[src/rtl/csma_ca_pkg.sv]
// ----------------------------------------------------------------------------
// csma_ca_pkg
// Shared widths, operation codes, access phases and register indexes for the
// channel access contention unit.
// ----------------------------------------------------------------------------
`default_nettype none

package csma_ca_pkg;

	localparam int TIME_BITS_DEF = 48;

	localparam int OP_W       = 3;
	localparam int PHASE_W    = 2;
	localparam int IFS_W      = 20;
	localparam int SLOT_W     = 16;
	localparam int SLOTS_W    = 10;
	localparam int CFG_IDX_W  = 2;
	localparam int CFG_DATA_W = 20;

	typedef enum logic [OP_W-1:0] {
		OP_START    = 3'd0,
		OP_MEDIUM   = 3'd1,
		OP_CORRUPT  = 3'd2,
		OP_GRANT    = 3'd3,
		OP_COLLIDE  = 3'd4,
		OP_RELEASE  = 3'd5
	} op_t;

	typedef enum logic [PHASE_W-1:0] {
		PH_IDLE    = 2'd0,
		PH_DEFER   = 2'd1,
		PH_BACKOFF = 2'd2,
		PH_OWNING  = 2'd3
	} phase_t;

	localparam logic [CFG_IDX_W-1:0] CFG_IFS_TIME  = 2'd0;
	localparam logic [CFG_IDX_W-1:0] CFG_SLOT_TIME = 2'd1;
	localparam logic [CFG_IDX_W-1:0] CFG_INIT_SLOTS = 2'd2;

	localparam logic [IFS_W-1:0]   IFS_RST   = '0;
	localparam logic [SLOT_W-1:0]  SLOT_RST  = 16'd1;
	localparam logic [SLOTS_W-1:0] INIT_RST  = 10'd15;

endpackage

`default_nettype wire

[src/rtl/csma_ca_cfg_if.sv]
// ----------------------------------------------------------------------------
// csma_ca_cfg_if
// Register write channel: valid/ready, register index and write data.
// ----------------------------------------------------------------------------
`default_nettype none

interface csma_ca_cfg_if;
	import csma_ca_pkg::*;

	logic                  valid;
	logic                  ready;
	logic [CFG_IDX_W-1:0]  index;
	logic [CFG_DATA_W-1:0] data;

	modport source (output valid, output index, output data, input ready);
	modport sink   (input valid, input index, input data, output ready);
endinterface

`default_nettype wire

[src/rtl/csma_ca_event_if.sv]
// ----------------------------------------------------------------------------
// csma_ca_event_if
// Event channel: one word per medium or protocol event.
// ----------------------------------------------------------------------------
`default_nettype none

interface csma_ca_event_if #(
	parameter int TIME_BITS = csma_ca_pkg::TIME_BITS_DEF
);
	import csma_ca_pkg::*;

	logic                 valid;
	logic                 ready;
	logic [OP_W-1:0]      operation;
	logic                 medium_free;
	logic [TIME_BITS-1:0] now_time;

	modport source (output valid, output operation, output medium_free,
		output now_time, input ready);
	modport sink   (input valid, input operation, input medium_free,
		input now_time, output ready);
endinterface

`default_nettype wire

[src/rtl/csma_ca_result_if.sv]
// ----------------------------------------------------------------------------
// csma_ca_result_if
// Result channel: one word per accepted event.
// ----------------------------------------------------------------------------
`default_nettype none

interface csma_ca_result_if #(
	parameter int TIME_BITS = csma_ca_pkg::TIME_BITS_DEF
);
	import csma_ca_pkg::*;

	logic                 valid;
	logic                 ready;
	logic [PHASE_W-1:0]   access_state;
	logic                 request_valid;
	logic [TIME_BITS-1:0] request_time;
	logic                 cancel_request;
	logic                 access_granted;
	logic                 collision_report;
	logic                 protocol_error;
	logic [SLOTS_W-1:0]   slots_left;

	modport source (output valid, output access_state, output request_valid,
		output request_time, output cancel_request, output access_granted,
		output collision_report, output protocol_error, output slots_left,
		input ready);
	modport sink   (input valid, input access_state, input request_valid,
		input request_time, input cancel_request, input access_granted,
		input collision_report, input protocol_error, input slots_left,
		output ready);
endinterface

`default_nettype wire

[src/rtl/csma_channel_access_fsm_unit.sv]
// ----------------------------------------------------------------------------
// csma_channel_access_fsm_unit
// Channel access contention state machine (idle, defer, ifs_backoff, owning)
// with a bit-serial slot multiplier and a bit-serial slot divider.
// ----------------------------------------------------------------------------
// Sequence: an event without timing work goes straight to FIN; a scheduled request
// runs MUL and ADD first, and a busy medium that trims the slots runs DIV and TRIM (bit-serial divide).
// Throughput: one event at a time; the next event is taken as soon as the result
// sits in the output register, even while it waits there to be taken.
// Reset (arst_n low): phase idle, medium free, zero slots, zero planned time,
// ifs_time 0, slot_time 1, initial_backoff_slots 15.
// ----------------------------------------------------------------------------
`default_nettype none

module csma_channel_access_fsm_unit #(
	parameter int TIME_BITS = csma_ca_pkg::TIME_BITS_DEF
) (
	input  wire logic             clk,
	input  wire logic             arst_n,
	csma_ca_cfg_if.sink           cfg,
	csma_ca_event_if.sink         ev,
	csma_ca_result_if.source      res
);
	import csma_ca_pkg::*;

	localparam int STEP_W = $clog2(TIME_BITS);
	localparam int MUL_W  = SLOT_W + SLOTS_W;
	localparam int WAIT_W = MUL_W + 1;
	localparam int SUM_W  = (TIME_BITS > WAIT_W) ? TIME_BITS + 1 : WAIT_W + 1;

	typedef enum logic [5:0] {
		ST_IDLE = 6'b000001,
		ST_MUL  = 6'b000010,
		ST_ADD  = 6'b000100,
		ST_DIV  = 6'b001000,
		ST_TRIM = 6'b010000,
		ST_FIN  = 6'b100000
	} ctl_state_t;

	typedef struct packed {
		logic rv;
		logic cancel;
		logic grant;
		logic coll;
		logic err;
	} evt_flags_t;

	// configuration
	logic [IFS_W-1:0]   ifs_q;
	logic [SLOT_W-1:0]  slot_q;
	logic [SLOTS_W-1:0] init_q;

	// contention state
	phase_t               phase_q;
	logic                 medium_q;
	logic [SLOTS_W-1:0]   count_q;
	logic [TIME_BITS-1:0] planned_q;

	// sequencer
	ctl_state_t           st_q;
	logic [STEP_W-1:0]    step_q;
	evt_flags_t           flags_q;
	logic [TIME_BITS-1:0] now_q;
	logic [SLOTS_W-1:0]   mul_sh_q;
	logic [MUL_W-1:0]     mul_acc_q;
	logic [TIME_BITS-1:0] div_sh_q;
	logic [SLOT_W-1:0]    rem_q;
	logic                 neg_q;

	// output register
	logic                 res_valid_q;
	phase_t               res_phase_q;
	evt_flags_t           res_flags_q;
	logic [TIME_BITS-1:0] res_time_q;
	logic [SLOTS_W-1:0]   res_slots_q;

	// decode
	logic                 ev_take;
	phase_t               nxt_phase;
	evt_flags_t           nxt_flags;
	logic                 do_sched;
	logic                 do_trim;
	logic                 load_cnt;
	logic [SLOT_W-1:0]    slot_eff;
	logic [TIME_BITS-1:0] diff;
	logic [SLOT_W:0]      rem_sh;
	logic                 rem_ge;
	logic [SUM_W-1:0]     sum;
	logic [TIME_BITS-1:0] quot;
	logic                 res_free;
	logic                 res_load;

	assign cfg.ready = 1'b1;
	assign ev.ready  = (st_q == ST_IDLE);
	assign ev_take   = ev.valid && ev.ready;
	assign res_free  = !res_valid_q || res.ready;
	assign res_load  = (st_q == ST_FIN) && res_free;

	assign slot_eff = (slot_q == '0) ? SLOT_W'(1) : slot_q;
	assign diff     = planned_q - ev.now_time;
	assign rem_sh   = {rem_q, div_sh_q[TIME_BITS-1]};
	assign rem_ge   = (rem_sh >= {1'b0, slot_eff});
	assign sum      = SUM_W'(now_q) + SUM_W'(ifs_q) + SUM_W'(mul_acc_q);
	assign quot     = div_sh_q + TIME_BITS'(rem_q != '0);

	always_comb begin
		nxt_phase = phase_q;
		nxt_flags = '0;
		do_sched  = 1'b0;
		do_trim   = 1'b0;
		load_cnt  = 1'b0;
		case (phase_q)
			PH_IDLE: begin
				if (ev.operation == OP_START) begin
					load_cnt = 1'b1;
					if (medium_q) begin
						nxt_phase    = PH_BACKOFF;
						nxt_flags.rv = 1'b1;
						do_sched     = 1'b1;
					end else begin
						nxt_phase = PH_DEFER;
					end
				end else if (!(ev.operation inside {OP_MEDIUM, OP_CORRUPT, OP_RELEASE})) begin
					nxt_flags.err = 1'b1;
				end
			end
			PH_DEFER: begin
				if (ev.operation == OP_MEDIUM && ev.medium_free) begin
					nxt_phase    = PH_BACKOFF;
					nxt_flags.rv = 1'b1;
					do_sched     = 1'b1;
				end else if (ev.operation != OP_CORRUPT) begin
					nxt_flags.err = 1'b1;
				end
			end
			PH_BACKOFF: begin
				if (ev.operation == OP_GRANT) begin
					nxt_phase       = PH_OWNING;
					nxt_flags.grant = 1'b1;
				end else if (ev.operation == OP_MEDIUM && !ev.medium_free) begin
					nxt_phase        = PH_DEFER;
					nxt_flags.cancel = 1'b1;
					do_trim          = 1'b1;
				end else if (ev.operation == OP_COLLIDE) begin
					nxt_phase      = PH_IDLE;
					nxt_flags.coll = 1'b1;
				end else if (ev.operation == OP_CORRUPT) begin
					nxt_flags.cancel = 1'b1;
					nxt_flags.rv     = 1'b1;
					do_sched         = 1'b1;
				end else begin
					nxt_flags.err = 1'b1;
				end
			end
			PH_OWNING: begin
				if (ev.operation == OP_RELEASE) begin
					nxt_phase = PH_IDLE;
				end else if (!(ev.operation inside {OP_MEDIUM, OP_CORRUPT})) begin
					nxt_flags.err = 1'b1;
				end
			end
			default: begin
				nxt_flags.err = 1'b1;
			end
		endcase
	end

	// configuration registers
	always_ff @(posedge clk or negedge arst_n) begin
		if (!arst_n) begin
			ifs_q  <= IFS_RST;
			slot_q <= SLOT_RST;
			init_q <= INIT_RST;
		end else if (cfg.valid && cfg.ready) begin
			case (cfg.index)
				CFG_IFS_TIME:   ifs_q  <= cfg.data[IFS_W-1:0];
				CFG_SLOT_TIME:  slot_q <= cfg.data[SLOT_W-1:0];
				CFG_INIT_SLOTS: init_q <= cfg.data[SLOTS_W-1:0];
				default: ;
			endcase
		end
	end

	// control and contention state
	always_ff @(posedge clk or negedge arst_n) begin
		if (!arst_n) begin
			st_q        <= ST_IDLE;
			phase_q     <= PH_IDLE;
			medium_q    <= 1'b1;
			count_q     <= '0;
			planned_q   <= '0;
			step_q      <= '0;
			res_valid_q <= 1'b0;
		end else begin
			if (res_load)
				res_valid_q <= 1'b1;
			else if (res.ready)
				res_valid_q <= 1'b0;
			case (st_q)
				ST_IDLE: begin
					if (ev_take) begin
						phase_q <= nxt_phase;
						if (ev.operation == OP_MEDIUM)
							medium_q <= ev.medium_free;
						if (load_cnt)
							count_q <= init_q;
						step_q <= '0;
						if (do_sched)
							st_q <= ST_MUL;
						else if (do_trim)
							st_q <= ST_DIV;
						else
							st_q <= ST_FIN;
					end
				end
				ST_MUL: begin
					step_q <= step_q + 1'b1;
					if (step_q == STEP_W'(SLOTS_W - 1))
						st_q <= ST_ADD;
				end
				ST_ADD: begin
					planned_q <= sum[TIME_BITS-1:0];
					st_q      <= ST_FIN;
				end
				ST_DIV: begin
					step_q <= step_q + 1'b1;
					if (step_q == STEP_W'(TIME_BITS - 1))
						st_q <= ST_TRIM;
				end
				ST_TRIM: begin
					// remaining time already past: no slots left
					if (neg_q)
						count_q <= '0;
					else if (quot < TIME_BITS'(count_q))
						count_q <= quot[SLOTS_W-1:0];
					st_q <= ST_FIN;
				end
				ST_FIN: begin
					if (res_free)
						st_q <= ST_IDLE;
				end
				default: begin
					st_q <= ST_IDLE;
				end
			endcase
		end
	end

	// datapath: serial multiplier, serial divider, event word
	always_ff @(posedge clk) begin
		if (ev_take) begin
			flags_q   <= nxt_flags;
			now_q     <= ev.now_time;
			mul_sh_q  <= load_cnt ? init_q : count_q;
			mul_acc_q <= '0;
			div_sh_q  <= diff;
			neg_q     <= diff[TIME_BITS-1];
			rem_q     <= '0;
		end
		if (st_q == ST_MUL) begin
			// MSB-first shift-add of slots * slot time
			mul_acc_q <= {mul_acc_q[MUL_W-2:0], 1'b0}
				+ (mul_sh_q[SLOTS_W-1] ? MUL_W'(slot_eff) : '0);
			mul_sh_q  <= {mul_sh_q[SLOTS_W-2:0], 1'b0};
		end
		if (st_q == ST_DIV) begin
			// restoring division, quotient bits shift in behind the dividend
			rem_q    <= rem_ge ? SLOT_W'(rem_sh - {1'b0, slot_eff}) : rem_sh[SLOT_W-1:0];
			div_sh_q <= {div_sh_q[TIME_BITS-2:0], rem_ge};
		end
		if (res_load) begin
			res_phase_q <= phase_q;
			res_flags_q <= flags_q;
			res_time_q  <= flags_q.rv ? planned_q : '0;
			res_slots_q <= count_q;
		end
	end

	assign res.valid            = res_valid_q;
	assign res.access_state     = res_phase_q;
	assign res.request_valid    = res_flags_q.rv;
	assign res.request_time     = res_time_q;
	assign res.cancel_request   = res_flags_q.cancel;
	assign res.access_granted   = res_flags_q.grant;
	assign res.collision_report = res_flags_q.coll;
	assign res.protocol_error   = res_flags_q.err;
	assign res.slots_left       = res_slots_q;

endmodule

`default_nettype wire
[src/flat_wrapper.sv]
// flat-port wrapper written by rule: the top's interface ports become plain ports
module csma_channel_access_fsm_unit_flat import csma_ca_pkg::*;
#(
	parameter int TIME_BITS = csma_ca_pkg::TIME_BITS_DEF
)
  (clk, arst_n, cfg_valid, cfg_index, cfg_data, cfg_ready, ev_valid, ev_operation, ev_medium_free, ev_now_time, ev_ready, res_valid, res_access_state, res_request_valid, res_request_time, res_cancel_request, res_access_granted, res_collision_report, res_protocol_error, res_slots_left, res_ready);
  csma_ca_cfg_if cfg_i ();
  csma_ca_event_if #(.TIME_BITS(TIME_BITS)) ev_i ();
  csma_ca_result_if #(.TIME_BITS(TIME_BITS)) res_i ();
  input  wire logic clk;
  input  wire logic arst_n;
  input wire logic [$bits(cfg_i.valid)-1:0] cfg_valid;
  input wire logic [$bits(cfg_i.index)-1:0] cfg_index;
  input wire logic [$bits(cfg_i.data)-1:0] cfg_data;
  output wire logic [$bits(cfg_i.ready)-1:0] cfg_ready;
  input wire logic [$bits(ev_i.valid)-1:0] ev_valid;
  input wire logic [$bits(ev_i.operation)-1:0] ev_operation;
  input wire logic [$bits(ev_i.medium_free)-1:0] ev_medium_free;
  input wire logic [$bits(ev_i.now_time)-1:0] ev_now_time;
  output wire logic [$bits(ev_i.ready)-1:0] ev_ready;
  output wire logic [$bits(res_i.valid)-1:0] res_valid;
  output wire logic [$bits(res_i.access_state)-1:0] res_access_state;
  output wire logic [$bits(res_i.request_valid)-1:0] res_request_valid;
  output wire logic [$bits(res_i.request_time)-1:0] res_request_time;
  output wire logic [$bits(res_i.cancel_request)-1:0] res_cancel_request;
  output wire logic [$bits(res_i.access_granted)-1:0] res_access_granted;
  output wire logic [$bits(res_i.collision_report)-1:0] res_collision_report;
  output wire logic [$bits(res_i.protocol_error)-1:0] res_protocol_error;
  output wire logic [$bits(res_i.slots_left)-1:0] res_slots_left;
  input wire logic [$bits(res_i.ready)-1:0] res_ready;
  assign cfg_i.valid = cfg_valid;
  assign cfg_i.index = cfg_index;
  assign cfg_i.data = cfg_data;
  assign cfg_ready = cfg_i.ready;
  assign ev_i.valid = ev_valid;
  assign ev_i.operation = ev_operation;
  assign ev_i.medium_free = ev_medium_free;
  assign ev_i.now_time = ev_now_time;
  assign ev_ready = ev_i.ready;
  assign res_valid = res_i.valid;
  assign res_access_state = res_i.access_state;
  assign res_request_valid = res_i.request_valid;
  assign res_request_time = res_i.request_time;
  assign res_cancel_request = res_i.cancel_request;
  assign res_access_granted = res_i.access_granted;
  assign res_collision_report = res_i.collision_report;
  assign res_protocol_error = res_i.protocol_error;
  assign res_slots_left = res_i.slots_left;
  assign res_i.ready = res_ready;
  csma_channel_access_fsm_unit #(.TIME_BITS(TIME_BITS)) u_core (.clk(clk), .arst_n(arst_n), .cfg(cfg_i), .ev(ev_i), .res(res_i));
endmodule
[config.mk]
export PLATFORM = sky130hd
export DESIGN_NAME = csma_channel_access_fsm_unit_flat
export DESIGN_NICKNAME = d
export VERILOG_FILES = /design/src/rtl/csma_ca_pkg.sv /design/src/rtl/csma_ca_cfg_if.sv /design/src/rtl/csma_ca_event_if.sv /design/src/rtl/csma_ca_result_if.sv /design/src/rtl/csma_channel_access_fsm_unit.sv /design/src/flat_wrapper.sv
export SDC_FILE = /design/constraint.sdc
export NUM_CORES = 1
export LEC_CHECK = 0
export ABC_AREA = 1
export BUFFER_PORTS_ARGS = -buffer_cell sky130_fd_sc_hd__buf_2
export CELL_PAD_IN_SITES_DETAIL_PLACEMENT = 1
export CELL_PAD_IN_SITES_GLOBAL_PLACEMENT = 1
export CORE_MARGIN = 2
export CORE_UTILIZATION = 50
export CTS_CLUSTER_SIZE = 28
export DETAILED_ROUTE_END_ITERATION = 16
export PLACE_DENSITY = 0.89
export SYNTH_ARGS = -nofsm -noshare
export SYNTH_HDL_FRONTEND = slang
export SYNTH_SLANG_ARGS = --single-unit
[constraint.sdc]
create_clock -name clk -period 8.6 [get_ports clk]
set_input_delay 2.15 -clock clk [delete_from_list [all_inputs] [get_ports clk]]
set_output_delay 2.15 -clock clk [all_outputs]
set_load 0.02 [all_outputs]
After elaboration in Yosys (flattened, before gate mapping). Index checks and enable logic that the tools add are counted.

Bits in registers: 339. Input port bits: 79. Output and inout port bits: 68. Logic and storage cells: 166.

Add/sub/neg operators: 7. $lt $le $gt $ge: 2. Equality and inequality tests: 28. Mux-type cells: 67. Bitwise operators: 1. Reduce and logical (&&, ||, !) cells: 31.

Operators with widths (count): 48-bit two-way mux (2); 16-bit two-way mux (5); 10-bit two-way mux (6); 26-bit two-way mux (2); 48-bit by 1-bit adder with 48-bit output (1); 48-bit by 20-bit adder with 48-bit output (1); 48-bit by 26-bit adder with 48-bit output (1); 48-bit by 10-bit less-than comparator with 1-bit output (1); 48-bit subtractor (1); 6-bit two-way mux (7); 6-bit case mux with 5 select lines (1); 1-bit two-way mux (28); 26-bit adder (1); 2-bit two-way mux (10); 10-bit case mux with 2 select lines (1); 17-bit by 16-bit greater-or-equal comparator with 1-bit output (1); 16-bit logical NOT (1); 16-bit nonzero test (1); 16-bit subtractor (1); 6-bit by 4-bit equality test with 1-bit output (second input constant) (2); 6-bit equality test (second input constant) (2); 2-bit by 1-bit inequality test with 1-bit output (second input constant) (6); 6-bit case mux with 2 select lines (1); 2-bit nonzero test (6); other kinds (30) (47).

Longest topological paths before layout.
Depth in word-level cells: 9. Gate-level depth with buffers: 21. Depth with buffers taken out: 21.

Worst setup path after synthesis. No wires, ideal clock.

Path type: input to register. Start point: in ev_valid. End point: reg u_core.div_sh_q[0], enable pin. Setup time: 424 ps. Data arrival time: 5687 ps. Required time: 8176 ps. Setup slack: 2489 ps. Cell stages on the path: 5. Buffers on the path: 1. Cell sequence: inv_1 -> nor2_2 -> inv_1 -> clkbuf_1 -> nand2_1.

Cells in the longest elaborated chain, start to end: 2.

RTL lines: start: declaration (line flat_wrapper.sv:16) `input wire logic [$bits(ev_i.valid)-1:0] ev_valid;`; 1-bit logical AND (line csma_channel_access_fsm_unit.sv:95) `assign ev_take = ev.valid && ev.ready;`; via u_core.ev_take (line csma_channel_access_fsm_unit.sv:78) `logic ev_take;`; 2-bit nonzero test (no line); end signal: assignment (line csma_channel_access_fsm_unit.sv:256) `div_sh_q <= diff;`; end signal: assignment (line csma_channel_access_fsm_unit.sv:269) `div_sh_q <= {div_sh_q[TIME_BITS-2:0], rem_ge};`; end: declaration (line csma_channel_access_fsm_unit.sv:66) `logic [TIME_BITS-1:0] div_sh_q;`.

The timed path passes the listed nets, and every way through them passes these cells. A chain may end at the register's enable or synchronous reset.

Worst setup path in the final report.
Start point: in ev_valid. End point: reg u_core.div_sh_q[38], enable pin.

The elaborated chain is that of the path after synthesis.

==> impl_metrics.tcl <==
set metrics [dict create \
    slowest_stage "buf_4" \
    synthArstFlopShare_pct 35.4 \
    area_growth_pct 11.9 \
    drv_cap 0 \
    place_hpwl_um 63500 \
    drv_slew 0 \
    hold_buffers 0 \
    numCtsBuffers 40 \
    synth_area_mm2 0.0227 \
    cts.repair.resized 0 \
    grt_pass1_vias 22577 \
    postCtsSetupBuffers 0 \
    power_frac_comb_pct 44.5 \
    dp_slack_ps 3310 \
    setup_slack_ps 3890 \
    yosys_warnings 0 \
    relSlewSlack_pct 18.3 \
    ff_latch_area_mm2 0.00958 \
    antenna_found_initial 1 \
    p_sw_mw 3.61 \
    synthDistinctLibCells 59 \
    detail-route-antenna-nets 0 \
    postLayoutCellArea_mm2 0.0254 \
    arrival_ps 4890 \
    firstDrtPassIters 5 \
    cts_sinks 339 \
    crit_required_ps 8780 \
    cts_tree "yes" \
    cts_root_buffer "clkbuf_16" \
    pwr-share-clk_pct 21.8 \
    port_buffers 145 \
    pin_count 147 \
    gp_congestion 0.946 \
    peakVddDrop_uv 202 \
    fp.dieW_um 217 \
    dieArea_mm2 0.0471 \
    ys_ff_latch 339 \
    first_iter_violations 1815 \
    fin_setup_tns_ps 0 \
    viasPerCell 5.81 \
    period_share_pct 54.7 \
    ys.flop_type "edfxtp_1" \
    overflow 0 \
    cellPowerDensity_mw_per_mm2 317 \
    p_leak_nw 12.0 \
    grt_max_degree 72 \
    holdWs_ps 420 \
    coreArea_mm2 0.0451 \
    htree_levels 2 \
    r2r_start "u_core.rem_q[0]" \
    cp-end-kind "flip-flop" \
    intPower_mw 4.45 \
    status "finished clean" \
    fin_crit_ps 4710 \
    rows 78 \
    seq_power_share_pct 33.7 \
    cp_num_buf_inv 5 \
    max_freq_mhz 213 \
    hold_violations 0 \
    die_h_um 217 \
    synth_nets 3140 \
    tightest_slew_ps 1220 \
    grt_pass1_wl_um 127000 \
    swShare_pct 44.8 \
    setup_viol 0 \
    worstSetupPathType "in -> reg" \
    synth_edf_count 218 \
    path_cells "buf_2 > inv_1 > nor2_4 > buf_4 > inv_1 > nand2_2 > buf_4" \
    num_vias 21463 \
    cp_slowest_stage_delay_ps 700 \
    wl_per_cell_um 22.2 \
    rsz0062_at_grt "no" \
    fillCellCount 5689 \
    multiInputGateArea_mm2 0.0113 \
    cts.clk_slew.worst_paths_ps 60 \
    critPathTopFamily "buffers and inverters" \
    gr-usage-all-layers_pct 34.9 \
    startpoint "ev_valid" \
    skew_ps 32.2 \
    path_max_fanout 60 \
    start_kind "primary input" \
    drt_wl_total_um 82100 \
    initial_core_util_pct 50.4 \
    min_from "u_core.flags_q[1]" \
    netlist_instances 2914 \
    cts_buffer_depth 3 \
    final_layout_size_suffix_gt1_share_pct 10.2 \
    postPlaceCellArea_mm2 0.0241 \
    ys_seq_area_share_pct 42.2 \
    clk_latency_ps 580 \
    finish.net_count 3291 \
    drcViolationCount 0 \
    hp-class "reg -> reg" \
    synth.avg_cell_area_um2 7.79 \
]
power groups by stage:
| stage | Clock (mW) | Sequential (mW) | Combinational (mW) |
|---|---|---|---|
| after floorplan | 0 | 2.65 | 2.31 |
| after global placement | 0 | 2.69 | 3.28 |
| after detailed placement | 0 | 2.72 | 3.46 |
| after CTS | 1.77 | 2.69 | 3.53 |
| after global routing | 1.82 | 2.75 | 3.96 |
| final | 1.76 | 2.71 | 3.59 |
worst reg2reg max path: stages (launching register included):
cell      delay (ps)
edfxtp_1         450
nor4_1           510
nand4_1          300
ha_1             300
ha_1             280
nand2_2          170
inv_2             60
nand2_2          200
xor2_1           300
inv_1             80
ha_1             280
nand2_1           90
o21ai_0           90
a21oi_1          240
o211ai_1         170
inv_2             70
nand3_2          110
nand2_4          170
nand2_4          130
nand2_1          130
nand2_1           70
synth_stat cells (3+ instances only):
| master | instances | area share [%] |
|---|---|---|
| nand2_1 | 746 | 12 |
| inv_1 | 429 | 7.1 |
| nor2_1 | 273 | 4.5 |
| o21ai_0 | 247 | 5.4 |
| edfxtp_1 | 218 | 29 |
| a21oi_1 | 176 | 3.9 |
| nand3_1 | 147 | 3.2 |
| ha_1 | 123 | 6.8 |
| dfrtp_1 | 113 | 12 |
| xor2_1 | 42 | 1.6 |
| clkbuf_1 | 41 | 0.68 |
| nand4_1 | 37 | 1.0 |
| nor3_1 | 33 | 0.73 |
| or2_2 | 30 | 0.83 |
| xnor2_1 | 26 | 1.0 |
| fa_1 | 24 | 2.1 |
| nor4_1 | 24 | 0.66 |
| a31oi_1 | 14 | 0.39 |
| nor2_2 | 13 | 0.36 |
| inv_2 | 11 | 0.18 |
| a21o_1 | 10 | 0.33 |
| o21a_1 | 10 | 0.33 |
| o22ai_1 | 10 | 0.28 |
| clkinv_1 | 9 | 0.15 |
| nand3b_1 | 9 | 0.30 |
| nor2_4 | 9 | 0.45 |
| a21boi_0 | 8 | 0.26 |
| and3_1 | 7 | 0.19 |
| dfstp_2 | 7 | 0.81 |
| a211oi_1 | 6 | 0.20 |
| nand2_2 | 6 | 0.17 |
| o21bai_1 | 6 | 0.20 |
| nand2_4 | 5 | 0.25 |
| o211ai_1 | 5 | 0.17 |
| mux2_2 | 4 | 0.20 |
| o31ai_1 | 4 | 0.13 |
| nand3_2 | 3 | 0.13 |
| o21ai_1 | 3 | 0.066 |
per-stage QoR:
| step | power, mW | utilization (%) | instances |
|---|---|---|---|
| final | 8.06 | 56.4 | 3696 |
| after global routing | 8.53 | 56.3 | 3695 |
| after CTS | 8.00 | 56.3 | 3695 |
| after detailed placement | 6.18 | 53.4 | 3623 |
| after global placement | 5.96 | 53.4 | 3623 |
| after floorplan | 4.96 | - | 2914 |
metal layers:
metal	part of all wire, %	vias to the layer above	global-route usage (%)
li1	-	9889	-
met1	42	10593	45.8
met2	47	786	58.0
met3	7.3	195	5.81
met4	4.0	0	13.4
met5	0	-	0
area by class of cell:
cell class / instances / share of cell area, %
inverter: 449 / 6.63
timing repair buffer: 157 / 3.22
clock buffer: 52 / 4.28
antenna: 1 / 0.00985
clock inverter: 20 / 0.916
tap: 600 / 2.95
multi-input combinational: 2078 / 44.3
sequential: 339 / 37.7
kinds of logic after synthesis:
group | share of synthesized area [%]
buffers and inverters | 8.31
AOI/OAI and AO/OA | 12.1
DFF | 42.2
and+or+nand+nor | 25.7
adders and majority gates | 8.90
xor gates and xnor gates | 2.62
muxes | 0.198
other | 0.0165
state kept, by name (all words and copies together) (netlist names), 10 cells and up:
signal,count
u_core.res.slots_left,10
u_core.ifs_q,20
u_core.res.request_time,48
u_core.div_sh_q,48
u_core.planned_q,48
u_core.init_q,10
u_core.count_q,10
u_core.rem_q,16
u_core.now_q,48
u_core.slot_q,16
u_core.mul_acc_q,26
u_core.mul_sh_q,10
worst paths after layout:
check,to,slack [ps],depth (start not counted)
worst min-delay path,u_core.res.collision_report,420,0
worst min register to register,u_core.res.collision_report,420,0
min in group asynchronous,u_core.phase_q[0],1740,1
max in group asynchronous,u_core.ifs_q[3],5380,2
worst max-delay path,u_core.div_sh_q[38],3890,7
worst max register to register,u_core.count_q[9],4290,20
cells in the final DEF, fill, tap and decap left out, drive strengths merged, types with 10 or more instances in the layout:
master,count
edfxtp,218
nor4,26
nand3b,10
buf,157
nand3,150
o21ai,251
fa,24
clkinv,19
xor2,42
a21oi,176
nand2,757
clkbuf,52
inv,442
a31oi,14
or2,31
xnor2,26
o21a,10
a21o,10
dfrtp,113
nand4,37
ha,123
o22ai,10
nor3,34
nor2,297
(Power assumes the default switching activity.)
